`config.mk`:
```
export PLATFORM = sky130hd
export DESIGN_NAME = ttn_mul
export DESIGN_NICKNAME = d
export VERILOG_FILES = /design/src/hw/rtl/ttn_pkg.sv /design/src/hw/rtl/ttn_mul.sv
export SDC_FILE = /design/constraint.sdc
export NUM_CORES = 2
export LEC_CHECK = 0
export ABC_AREA = 1
export ABC_CLOCK_PERIOD_IN_PS = 12630
export BUFFER_PORTS_ARGS = -buffer_cell sky130_fd_sc_hd__buf_2
export CAP_MARGIN = 10
export CORE_UTILIZATION = 45
export CTS_CLUSTER_SIZE = 40
export DETAILED_ROUTE_END_ITERATION = 12
export HOLD_SLACK_MARGIN = 0.03
export SETUP_SLACK_MARGIN = 0.4
export SYNTH_ARGS = -nofsm -noshare
export SYNTH_HDL_FRONTEND = slang
export SYNTH_SLANG_ARGS = --single-unit
```
`constraint.sdc`:
```
create_clock -name clock -period 12.63 [get_ports clock]
set_input_delay 1.8945 -clock clock [delete_from_list [all_inputs] [get_ports clock]]
set_output_delay 1.8945 -clock clock [all_outputs]
set_load 0.02 [all_outputs]
```
`src/hw/rtl/ttn_pkg.sv`:
```
// ttn_pkg: shared types and constants for the tick to nanosecond converter
// no dependencies

package ttn_pkg;

   localparam int unsigned TICK_W   = 64;
   localparam int unsigned NS_W     = 30;
   localparam int unsigned NUM_MAX_W = TICK_W + NS_W;
   localparam logic [NS_W-1:0] NS_PER_SEC = 30'd1000000000;

   // one word moving down the divider pipeline
   typedef struct packed {
      logic                  valid;
      logic [NUM_MAX_W-1:0]  num;     // numerator, msb first, left aligned
      logic [TICK_W-1:0]     rem;     // partial remainder, below the rate when the rate is nonzero
      logic [TICK_W-1:0]     quot;    // low quotient bits
      logic                  sticky;  // quotient bit beyond 64 seen
   } div_word_type;

endpackage

```
`src/hw/rtl/ttn_mul.sv`:
```
// ttn_mul: two-stage scaling of the tick count by one billion
// depends on ttn_pkg

module ttn_mul
   import ttn_pkg::*;
#(
   parameter int unsigned COUNTER_WIDTH = 64
) (
   input  logic              clock,
   input  logic              reset,
   input  logic              enable,
   input  logic              in_valid,
   input  logic [TICK_W-1:0] in_ticks,
   output div_word_type      out_word
);

   localparam int unsigned NUM_W = COUNTER_WIDTH + NS_W;
   localparam logic [TICK_W:0] MASK_FULL = (65'd1 << COUNTER_WIDTH) - 65'd1;

   logic [TICK_W-1:0]      masked;
   logic                   v1_ff;
   logic [31+NS_W:0]       lo_ff, lo_in;
   logic [31+NS_W:0]       hi_ff, hi_in;
   logic [NUM_MAX_W-1:0]   prod;
   div_word_type           word_ff, word_in;

   assign masked = in_ticks & MASK_FULL[TICK_W-1:0];
   assign lo_in  = {{NS_W{1'b0}}, masked[31:0]}  * {32'd0, NS_PER_SEC};
   assign hi_in  = {{NS_W{1'b0}}, masked[63:32]} * {32'd0, NS_PER_SEC};

   // product of a masked count fits in NUM_W bits; left align it
   assign prod = {hi_ff, 32'd0} + {32'd0, lo_ff};

   always_comb begin
      word_in        = '0;
      word_in.valid  = v1_ff;
      word_in.num    = prod << (NUM_MAX_W - NUM_W);
   end

   always_ff @(posedge clock) begin
      if (reset) begin
         v1_ff         <= 1'b0;
         word_ff.valid <= 1'b0;
      end else if (enable) begin
         v1_ff         <= in_valid;
         word_ff.valid <= word_in.valid;
      end
   end

   always_ff @(posedge clock) begin
      if (enable) begin
         lo_ff          <= lo_in;
         hi_ff          <= hi_in;
         word_ff.num    <= word_in.num;
         word_ff.rem    <= word_in.rem;
         word_ff.quot   <= word_in.quot;
         word_ff.sticky <= word_in.sticky;
      end
   end

   assign out_word = word_ff;

endmodule

```
# --- Word level (Yosys, flattened, before mapping) ---
# Index checks and enable logic that the tools add are counted.
totals:
  register_bits: 202
  input_bits: 68
  output_inout_bits: 224
classes:
  addsub: 1
  multipliers: 2
ops:
  columns: ["cell", "count"]
  rows:
  - ["multiplier 32 x 21 -> 53 bit, second input constant", 2]
  - ["adder 94 x 62 -> 94 bit", 1]

# --- Longest topological paths before layout ---
logic_depth:
  ltp_word: 1
  depth_mapped: 26
  mapped_depth_nobuf: 26

# --- Least setup slack after synthesis ---
# Ideal clock, no wire load.
synth_timing:
  path_kind: "input-to-reg"
  from: "input port in_ticks[42]"
  to: "register hi_ff[56] (data pin)"
  arrival_ns: 6.561
  path_slack_ns: 5.816
  path_stages: 21
  cell_sequence: "inv_1 fa_1 fa_1 fa_1 fa_1 fa_1 inv_1 fa_1 inv_1 fa_1 inv_1 ha_1 nand2_1 nor2_1 inv_1 nor2_1 nand2_1 nor2_1 nand2_1 nand4_1 nand2_1"
synth_between:
  elab_chain_len: 1
synth_rtl:
  columns: ["element", "line", "source"]
  rows:
  - ["start: declaration", "ttn_mul.sv:13", "input logic [TICK_W-1:0] in_ticks,"]
  - ["multiplier 32 x 21 -> 53 bit", "ttn_mul.sv:29", "assign hi_in = {{NS_W{1'b0}}, masked[63:32]} * {32'd0, NS_PER_SEC};"]
  - ["named net hi_in[56]", "ttn_mul.sv:23", "logic [31+NS_W:0] hi_ff, hi_in;"]
  - ["end signal: assignment", "ttn_mul.sv:53", "hi_ff <= hi_in;"]
  - ["end: declaration", "ttn_mul.sv:23", null]
# The timed path passes the listed nets, and every way through them passes these cells.
# A chain may end at the register's enable or synchronous reset.

# --- Final worst setup path ---
layout_timing:
  from: "input port in_ticks[39]"
  to: "register hi_ff[37] (data pin)"
# Same word-level chain as after synthesis.

==> reports/metrics.csv <==
stage;metric;value;unit
worst_setup_path;Max FO, Critical Path;7;
flow_run;MaxCap Viol Count;0;
timing;fmax;0.136;GHz
synthesis;Yosys reg bits;193;
die;Starting Density;0.457;
global_route;Total GRT Usage;0.246;
worst_setup_path;WP data required;12.86;ns
routing;DRT iter0 DRCs;1715;
synthesis;ys flop type;edfxtp_1;
place;Cells after DPL;6223;
finish;Finished Layout Cells;6255;
clocking;Clock Tree Buf Depth;2;
timing;crit path time final;7.38;ns
routing;vias per cell;4.68;
timing;Final Hold Viols;0;
global_route;GRT overflow;0;
clocking;postcts setup bufs;0;
routing;Final ANT Viol Nets;0;
clocking;# resized after CTS;0;
finish;ratio of cells with drive above 1 in the final layout;0.0406;
routing;Routed Wire Length;106000;um
synthesis;async set-reset flop share out of synthesis;0;
synthesis;Seq/Total Area, Yosys;0.145;
routing;Residual DRC;0;
clocking;TritonCTS clock tree;built;
synthesis;synthesized cell area;40000;sq um
finish;filler instances;8689;
worst_setup_path;Crit path arrival time;7.61;ns
finish;area grow syn2layout;5.93;%
timing;final worst path period share;0.584;
worst_setup_path;Setup crit end kind;flop;
min_path;Hold/Removal Path Class;flop to flop;
finish;footprint of the multi-input gates;27700;sq um
finish;Nets;6331;
place;RePlAce Congestion;0.970;
clocking;CTS Buf Count;17;
clocking;Root Buffer;clkbuf_16;
clocking;sinks on the clock net;193;
synthesis;Post-synth EDFFs;191;
clocking;Hold Buf Count CTS;0;
global_route;initial antenna violation count;1;
clocking;Worst-path clk slew;0.09;ns
worst_setup_path;critical path startpoint category;input port;
die;# IOs;292;
place;port buffer count;153;
timing;RSZ-0062 raised after global routing;no;
finish;FF+latch area;5780;sq um
global_route;global-route wire length before repair;168000;um
routing;drt first pass iters;7;
synthesis;Gate Count Post-Synth;4915;
routing;WL/cell;17.0;um
timing;Slew Viols, Final;0;
clocking;H-tree Lvls;4;
synthesis;YS warnings;0;
finish;antenna cells;0;
place;DP HPWL;97700;um
routing;Vias;29300;
status;status;completed;
timing;TNS Setup;0;ns
die;core footprint;87400;sq um
timing;Final setup viols;0;
die;die area;90000;sq um
die;Die Height;300;um
global_route;largest net degree at the start of global routing;121;
clocking;clock latency on the worst-skew pair;0.48;ns
die;Horiz. Die Dim;300;um
timing;worst-margin pin slew;0.991;ns
timing;Clock Skews;0.0180;ns
timing;Worst slew margin;0.340;
synthesis;Cell variety after synth;30;
synthesis;Avg Cell Area, Syn;8.13;sq um
global_route;vias in the first global route;29600;
die;Site Rows;108;
worst_setup_path;critical path class;input port to flop;
cells by family (layout without fill, tap and decap cells):
| kind of cell | Yosys count | in the layout | synth area share |
|---|---|---|---|
| buffers and inverters | 1715 | 1763 | 0.174 |
| DFF | 193 | 193 | 0.145 |
| adders and majority gates | 1176 | 1176 | 0.486 |
| xor gates and xnor gates | 81 | 81 | 0.0178 |
| and+or+nand+nor | 1670 | 1670 | 0.168 |
| other | 1 | 138 | 0.0000938 |
| AOI/OAI and AO/OA | 79 | 79 | 0.0105 |
per-layer routing:
metal,part of all wire,track usage
met1,0.48,0.362
met2,0.45,0.398
met3,0.048,0.0228
met4,0.015,0.0395
met5,0,0
per-stage QoR:
step / util / setup WS (ns) / cell area, sq um / hold WS, ns
2_1_floorplan: - / 5.82 / 40500 / 0.400
3_3_place_gp: 0.477 / 4.80 / 41700 / 0.400
3_5_place_dp: 0.477 / 4.81 / 41700 / 0.405
4_1_cts: 0.484 / 5.32 / 42300 / 0.412
5_1_grt: 0.484 / 5.03 / 42300 / 0.423
6_report: 0.484 / 5.25 / 42300 / 0.412
Yosys cell counts (3+ instances only):
cell      count  share of area
xnor2_1       6         0.0013
and3_1        4        0.00063
nor2_1      236          0.022
nand3_1     153          0.019
inv_1      1576           0.15
nand4_1      30         0.0047
nand2_1    1188           0.11
xor2_1       75          0.016
a21oi_1      68         0.0085
nand3b_1      7         0.0013
o21bai_1      7         0.0013
edfxtp_1    191           0.14
ha_1        551           0.17
buf_4       138          0.026
nor2_2       13         0.0020
fa_1        625           0.31
nor3_1       26         0.0033
nand3_2       3        0.00075
layout make-up:
cell class,instances,area share
clock buffer,17,0.0100
clock inverter,15,0.00567
inverter,1577,0.140
multi-input combinational,3144,0.655
sequential,193,0.136
tap,1155,0.0341
timing repair buffer,154,0.0185
critical path, stage by stage:
cell and delay [ns]:
buf_2 0.22, inv_1 0.16, fa_1 0.56, fa_1 0.44
fa_1 0.53, fa_1 0.46, fa_1 0.50, inv_1 0.05
fa_1 0.47, inv_1 0.05, fa_1 0.49, inv_1 0.04
ha_1 0.37, nand2_1 0.13, nor2_1 0.29, nand2_1 0.14
nor2_1 0.12, nand2_1 0.06, nand3_1 0.22, xor2_1 0.40
final timing paths:
path	start	to	slack, ns	cells after the start
setup / recovery	in_ticks[39]	hi_ff[37]	5.25	20
hold / removal	lo_ff[26]	out_word[155]	0.41	0
setup reg to reg	lo_ff[41]	out_word[202]	9.88	13
hold reg to reg	lo_ff[26]	out_word[155]	0.41	0
flip-flops by register name, summed over array words and instances, names as in the netlist:
name / count
lo_ff: 53
v1_ff: 1
out_word: 86
hi_ff: 53
layout by cell type, fill, tap and decap left out, types with 3 or more instances in the layout:
master	count
fa_1	625
nand3_2	3
conb_1	138
nor2_1	236
xor2_1	75
nand2_1	1188
buf_2	152
o21bai_1	7
nand4_1	30
nand3b_1	7
xnor2_1	6
nand3_1	153
inv_16	5
a21oi_1	68
edfxtp_1	191
nor2_2	13
inv_12	4
inv_8	3
ha_1	551
and3_1	4
inv_1	1576
clkbuf_16	17
nor3_1	26
Power is not shown: default switching activity piles up to over one toggle a cycle in this logic, so the estimate is an artifact.
