## src/hw/rtl/ttn_pkg.sv

```systemverilog
// ttn_pkg: shared types and constants for the tick to nanosecond converter
// no dependencies

package ttn_pkg;

   localparam int unsigned TICK_W   = 64;
   localparam int unsigned NS_W     = 30;
   localparam int unsigned NUM_MAX_W = TICK_W + NS_W;
   localparam logic [NS_W-1:0] NS_PER_SEC = 30'd1000000000;

   // one word moving down the divider pipeline
   typedef struct packed {
      logic                  valid;
      logic [NUM_MAX_W-1:0]  num;     // numerator, msb first, left aligned
      logic [TICK_W-1:0]     rem;     // partial remainder, below the rate when the rate is nonzero
      logic [TICK_W-1:0]     quot;    // low quotient bits
      logic                  sticky;  // quotient bit beyond 64 seen
   } div_word_type;

endpackage

```

## src/hw/rtl/ttn_div_stage.sv

```systemverilog
// ttn_div_stage: one restoring division step, one quotient bit per stage
// depends on ttn_pkg

module ttn_div_stage
   import ttn_pkg::*;
(
   input  logic              clock,
   input  logic              reset,
   input  logic              enable,
   input  logic [TICK_W-1:0] rate,
   input  div_word_type      in_word,
   output div_word_type      out_word
);

   logic [TICK_W:0] shifted;
   logic            fits;
   logic [TICK_W:0] diff;
   div_word_type    word_ff, word_in;

   assign shifted = {in_word.rem, in_word.num[NUM_MAX_W-1]};
   assign fits    = shifted >= {1'b0, rate};
   assign diff    = shifted - {1'b0, rate};

   always_comb begin
      word_in        = in_word;
      word_in.num    = {in_word.num[NUM_MAX_W-2:0], 1'b0};
      word_in.rem    = fits ? diff[TICK_W-1:0] : shifted[TICK_W-1:0];
      word_in.quot   = {in_word.quot[TICK_W-2:0], fits};
      word_in.sticky = in_word.sticky | in_word.quot[TICK_W-1];
   end

   always_ff @(posedge clock) begin
      if (reset) begin
         word_ff.valid <= 1'b0;
      end else if (enable) begin
         word_ff.valid <= word_in.valid;
      end
   end

   always_ff @(posedge clock) begin
      if (enable) begin
         word_ff.num    <= word_in.num;
         word_ff.rem    <= word_in.rem;
         word_ff.quot   <= word_in.quot;
         word_ff.sticky <= word_in.sticky;
      end
   end

   assign out_word = word_ff;

endmodule

```

## config.mk

```make
export PLATFORM = sky130hd
export DESIGN_NAME = ttn_div_stage
export DESIGN_NICKNAME = d
export VERILOG_FILES = /design/src/hw/rtl/ttn_pkg.sv /design/src/hw/rtl/ttn_div_stage.sv
export SDC_FILE = /design/constraint.sdc
export NUM_CORES = 1
export LEC_CHECK = 0
export ABC_AREA = 1
export BUFFER_PORTS_ARGS = -buffer_cell sky130_fd_sc_hd__buf_4
export CAP_MARGIN = 20
export CORE_MARGIN = 2
export CORE_UTILIZATION = 30
export DETAILED_ROUTE_END_ITERATION = 16
export GPL_TIMING_DRIVEN = 1
export SLEW_MARGIN = 30
export SYNTH_ARGS = -nofsm -noshare
export SYNTH_HDL_FRONTEND = slang
export SYNTH_SLANG_ARGS = --single-unit
```

## constraint.sdc

```tcl
create_clock -name clock -period 2.05 [get_ports clock]
set_clock_uncertainty 0.05 [all_clocks]
set_input_delay 0.1025 -clock clock [delete_from_list [all_inputs] [get_ports clock]]
set_output_delay 0.1025 -clock clock [all_outputs]
set_load 0.02 [all_outputs]
```

# After elaboration in Yosys (flattened, before gate mapping)
# Index checks and enable logic that the tools add are counted.
dict set report word_totals {
  elab_cells 9
  in_bits 291
  regBits 223
  out_inout_bits 224
}
dict set report classes {
  muxes 1
  n_lt_le_gt_ge 1
  n_bitwise 1
  n_addsub 1
}
# operator n
set ops {}
lappend ops {{65-bit by 64-bit greater-or-equal comparator with 1-bit output} 1}
lappend ops {{64-bit 2-to-1 mux} 1}
lappend ops {{64-bit subtractor} 1}
lappend ops {{1-bit OR} 1}

# Longest topological paths before layout
# Gate-level depths: netlist (run 1).
dict set report logic_depth {
  word_depth 2
  mapped_depth 18
}

# Worst setup path after synthesis (run 1)
# No wires, ideal clock.
dict set report synth_path {
  path_type {input to register}
  from {input port rate[56]}
  to {register word_ff (netlist bit out_word[68]) (data pin)}
  path_stages 14
  setup_ps 252
  required_ps 1748
  path_buffers 2
  path_slack_ps 59
  arrival_ps 1689
  cell_sequence {inv_1 > ha_1 > nand2_1 > inv_1 > a21oi_1 > inv_1 > o21ai_2 > nand3_4 > nor2_8 > nand2_8 > buf_12 > buf_6 > nand2_1 > nand2_1}
}
# element line_no
set synth_lines {}
lappend synth_lines {{start: declaration} ttn_div_stage.sv:10} ;# input logic [TICK_W-1:0] rate,
lappend synth_lines {{end: declaration} ttn_div_stage.sv:18} ;# div_word_type word_ff, word_in;

==> reports/results.ini, run 1 <==
[clocking]
cts_tree = built
cts_htree_levels = 1
cts_setup_buffers = 0
clkLatencyLatePin_ns = 0.55
clockBufferDepth = 3
cts_root_buffer = clkbuf_16
cts_made_buffers = 28
clkTransAtPathRegs_ns = 0.06
cts_sinks = 223

[die]
dieArea_um2 = 48300
row_count = 79
die_w_um = 220
core_area_um2 = 46300
start_util = 0.302
fp.dieH_um = 220
io_pins = 515

[place]
place_congestion = 0.958
io_buffers = 513
dp_cells = 3161
dp_hpwl_mm = 53.6
pre_cts_slack_ns = -0.428

[timing]
fin_tns_setup_ns = 0
hold_violations = 0
finalCritPeriodShare = 0.947
finalMaxSlewViolations = 0
timing.final.ws_setup_ns = 0.109
fmax_mhz = 515
rsz0062_at_grt = false
finalCriticalPeriod_ns = 1.94
setup_viol = 0

[global_route]
grt_max_degree = 47
grt_usage = 0.264
grt_pass1_wl_mm = 93.4
grt_overflow = 0
grt_pass1_vias = 15300
antenna_found_initial = 9

[layout]
utilization = 0.516
layout_common_cells = buf_4, nand2_1, inv_1
largest_reg_flops = 223
instances_no_fill = 3440
final_common_cell = buf_4
final_nets = 3165
area_growth_pct = 70.9
fillers = 4393
layout-drive-gt1-share = 0.321

[synthesis]
syn_inst = 1786
ys_warn_count = 0
syn_nets = 2142
syn_avg_cell_area_um2 = 7.82
postSynth.asyncResetShare = 0
ys_seq_area_frac = 0.479
synth_enable_flop_cells = 222
synth.cell_area_um2 = 14000
ys.flop_type = edfxtp_1
yosysUniqueCellTypes = 41
ys_ff_latch = 223

[worst_setup_path]
crit_path_end_kind = flip-flop
path_max_fanout = 5
critical_path_class = in2reg
cp.required_ns = 2.31
crit_arrival_ns = 2.20
start_kind = primary input

[routing]
initialDrtViolationCount = 1073
vias = 15300
drc = 0
dr.pass1.iters = 5
postRouteAntennaNets = 0
wirelength_mm = 66.1
vias_per_cell = 4.44
routedWlPerCell_um = 19.2

[flow_run]
maxCapViolCount = 0

[worst_hold_path]
min_path_type = in2reg

[pwr]
power_leakage_uw = 0.0125
power_per_cell_area_nw_per_um2 = 675
irDropWorstVdd_mv = 0.602

[status]
status = complete, no violations

## where the power goes
| part | switching (uW) | total (uW) | leakage, uW | internal [uW] |
|---|---|---|---|---|
| logic | 2830 | 5190 | 0.00987 | 2360 |
| registers | 175 | 5750 | 0.00218 | 5580 |
| clock network | 2070 | 5170 | 0.000461 | 3100 |
## cells in the mapped netlist, types with 2 or more instances
| library cell | count | area (um^2) |
|---|---|---|
| a21oi_1 | 44 | 220 |
| and3_1 | 4 | 25.0 |
| buf_12 | 2 | 40.0 |
| buf_2 | 10 | 50.1 |
| buf_4 | 4 | 30.0 |
| buf_6 | 2 | 22.5 |
| clkbuf_1 | 2 | 7.51 |
| edfxtp_1 | 222 | 6670 |
| ha_1 | 64 | 801 |
| inv_1 | 366 | 1370 |
| inv_2 | 18 | 67.6 |
| nand2_1 | 672 | 2520 |
| nand2_2 | 18 | 113 |
| nand3_1 | 141 | 706 |
| nand3_2 | 2 | 20.0 |
| nand3b_1 | 13 | 97.6 |
| nand4_1 | 9 | 56.3 |
| nor2_1 | 97 | 364 |
| nor2_2 | 19 | 119 |
| nor2_4 | 6 | 67.6 |
| nor3_1 | 11 | 55.1 |
| nor4_1 | 6 | 37.5 |
| o21ai_0 | 6 | 30.0 |
| or2_2 | 2 | 12.5 |
| xor2_1 | 30 | 263 |
## cell type report
cell class	count	area, um^2	share of cell area
timing repair buffer	1013	8310	0.348
sequential	223	6690	0.280
multi-input combinational	1158	5690	0.238
inverter	385	1450	0.0606
tap	607	759	0.0318
clock buffer	32	737	0.0309
clock inverter	18	220	0.00923
antenna	4	10.0	0.000420
## path summary, 6_finish.rpt
kind                       from             to  slack [ns]  depth (start not counted)
hold / removal          rate[0]   out_word[65]        0.05                          5
hold reg to reg   out_word[223]  out_word[223]        1.05                          3
setup / recovery   in_word[104]  out_word[127]        0.11                         13
setup reg to reg  out_word[223]  out_word[223]        0.83                          3
## worst max-delay path, stage by stage
cell	delay [ns]
buf_4	0.11
ha_1	0.39
nand2_2	0.09
buf_4	0.14
nor2_1	0.25
nand2_1	0.12
nor2_1	0.36
and3_1	0.27
nand2_1	0.09
nand2_1	0.07
nand2_1	0.05
nand3_1	0.08
nand2_1	0.06
## layer usage
layer	GRT usage	up-vias	part of all wire
met5	0	-	0.0011
met4	0.109	12	0.042
met3	0.0484	110	0.066
met2	0.466	534	0.48
met1	0.316	7025	0.41
li1	-	7606	-
## cell families (layout without fill, tap and decap cells)
kind of cell             Yosys count  count (layout)  synth area share
multiplexers                       1               1          0.000717
adder cells (fa/ha/maj)           65              65            0.0588
XOR/XNOR                          31              31            0.0195
AO/OA/AOI/OAI                     54              54            0.0208
AND/OR/NAND/NOR                 1006            1006             0.307
flip-flops                       223             223             0.479
other                              1               5          0.000269
buffers and inverters            405            1448             0.114
## through the flow
stage	instance area, um^2	hold WS [ns]	total power (uW)
after floorplan	14000	0.125	7970
after global routing	23900	0.0686	16800
after CTS	23800	0.0230	16200
after global placement	20600	0.211	10600
final	23900	0.0542	16100
after detailed placement	20600	0.218	10600
## repair_timing
item | in CTS | in global routing
hold buffers | 225 | 0
resized for setup | 0 | 2
hold endpoints to repair | 257 | 0
setup endpoints to repair | 0 | 2
No activity file was read; power rests on OpenSTA's default activity.
==> run 2: changes to the inputs <==
BUFFER_PORTS_ARGS = default   (was -buffer_cell sky130_fd_sc_hd__buf_4)
DONT_BUFFER_PORTS = 1   (was default)
SETUP_SLACK_MARGIN = 0.15   (was default)
==> reports/results.ini, run 2 (synthesized netlist as in run 1, its figures left out) <==
[clocking]
cts_root_buffer = clkbuf_16
cts_tree = built
clkLatencyLatePin_ns = 0.56  ; about the same
cts_sinks = 223  ; unchanged
cts_htree_levels = 1  ; unchanged
cts_made_buffers = 26  ; -7.1%
clkTransAtPathRegs_ns = 0.06  ; about the same
clockBufferDepth = 3  ; unchanged

[place]
pre_cts_slack_ns = -0.334  ; +0.0939 ns
place_congestion = 1.09  ; +13%
io_buffers = 0  ; -100%
dp_hpwl_mm = 51.2  ; -4.5%

[die]
fp.dieH_um = 220  ; unchanged
start_util = 0.302  ; unchanged
row_count = 79  ; unchanged
core_area_um2 = 46300  ; unchanged
io_pins = 515  ; unchanged
dieArea_um2 = 48300  ; unchanged
die_w_um = 220  ; unchanged

[timing]
setup_viol = 0  ; unchanged
finalCritPeriodShare = 0.882  ; -0.0648
hold_slack_ns = -0.391  ; -0.445 ns
fmax_mhz = 553  ; +7.3%
hold_violations = 236  ; +236
timing.final.ws_setup_ns = 0.242  ; +0.133 ns
finalCriticalPeriod_ns = 1.81  ; -0.133 ns
finalMaxSlewViolations = 0  ; unchanged
relSlewSlack = 0.647
worst_slew_pin_slew_ns = 0.530
rsz0062_at_grt = false

[routing]
wirelength_mm = 63.7  ; -3.6%
vias = 13200  ; -14%
drc = 0  ; unchanged
postRouteAntennaNets = 0  ; unchanged
initialDrtViolationCount = 841  ; -22%
routedWlPerCell_um = 22.1  ; +15%
vias_per_cell = 4.58  ; +3.1%
dr.pass1.iters = 6  ; +1

[pwr]
irDropWorstVdd_mv = 0.691  ; +15%
power_leakage_uw = 0.00978  ; -22%
power_per_cell_area_nw_per_um2 = 731  ; +8.2%

[global_route]
grt_max_degree = 224  ; +380%
grt_overflow = 0  ; unchanged
grt_usage = 0.253  ; -0.0115
antenna_found_initial = 5  ; -4
grt_pass1_vias = 13100  ; -14%
grt_pass1_wl_mm = 87.8  ; -6.0%

[worst_setup_path]
reg2reg_from = out_word[223]
crit_path_end_kind = flip-flop
path_max_fanout = 15  ; +10
critPathLaunch = rate[32]
crit_arrival_ns = 2.06  ; -0.14 ns
path_cells = inv_1 > ha_1 > nand2_1 > inv_1 > nand2_1 > inv_1 > nand2_1 > nand2_1 > inv_1 > nand2_1 > inv_1 > nand2_2 > nand2_4 > nand2_8 > buf_12 > nand3_1 > nand2_1
crit_slowest_cell = ha_1
cp.required_ns = 2.30  ; about the same
max_stage_delay_ns = 0.41  ; +0.02 ns
critical_path_class = in2reg
start_kind = primary input
critPathMostFrequentCell = nand2_1

[flow_run]
maxCapViolCount = 0  ; unchanged

[status]
status = finished with violations
violations = hold timing

[layout]
area_growth_pct = 43.2
largest_reg_flops = 223  ; unchanged
layout_common_cells = nand2_1, inv_1, buf_4
layout-drive-gt1-share = 0.185  ; -0.136
final_nets = 2604  ; -18%
final_common_cell = nand2_1

[worst_hold_path]
min_path_type = in2reg
worstHoldStart = enable

## run 2: routing by layer
layer / global-route usage / up-vias / share of wire
li1: - / 6481 / -
met1: 0.298 / 6134 / 0.40
met2: 0.455 / 483 / 0.50
met3: 0.0553 / 79 / 0.075
met4: 0.0812 / 4 / 0.030
met5: 0 / - / 0.00044
## run 2: critical path, delay by kind of cell
kind / cells / cell delay [ns]
and+or+nand+nor: 10 / 1.03
adders and majority gates: 1 / 0.41
buffers and inverters: 6 / 0.49
## run 2: path summary, 6_finish.rpt
kind / endpoint / slack [ns] / cells after the start
max: out_word[119] / 0.24 / 17
min: out_word[135] / -0.39 / 0
max reg2reg: out_word[223] / 0.73 / 3
min reg2reg: out_word[223] / 1.16 / 3
## run 2: final cells by class
class / instances / area [um^2]
Tap cell: 607 / 759
Timing Repair Buffer: 454 / 4050
Clock inverter: 18 / 158
Sequential cell: 223 / 6690
Multi-Input combinational cell: 1158 / 6200
Clock buffer: 30 / 687
Fill cell: 4618 / 26300
Inverter: 385 / 1450
Antenna cell: 3 / 7.51
## run 2: timing repair
item	in CTS	in global routing
endpoints found under the hold margin	444	238
gates resized for setup	0	10
buffers inserted	0	0
endpoints found under the setup margin	0	16
hold buffers	209	4
## run 2: power by group
part | internal [uW] | switching (uW) | total, uW | leakage [uW]
clock | 2580 | 2120 | 4710 | 0.000415
combinational | 1550 | 1820 | 3370 | 0.00719
sequential | 5610 | 916 | 6530 | 0.00218
## run 2: through the flow
| stage | total power, uW | area, um^2 | setup TNS, ns | util | instances |
|---|---|---|---|---|---|
| finish | 14600 | 20000 | 0 | 0.432 | 2878 |
| global route | 15300 | 20000 | 0 | 0.432 | 2878 |
| global placement | 9570 | 17000 | -15.11 | 0.367 | 2614 |
| floorplan | 8090 | 14400 | 0 | - | 1786 |
| detailed placement | 9590 | 17000 | -15.43 | 0.367 | 2614 |
| CTS | 14700 | 19900 | 0 | 0.431 | 2871 |
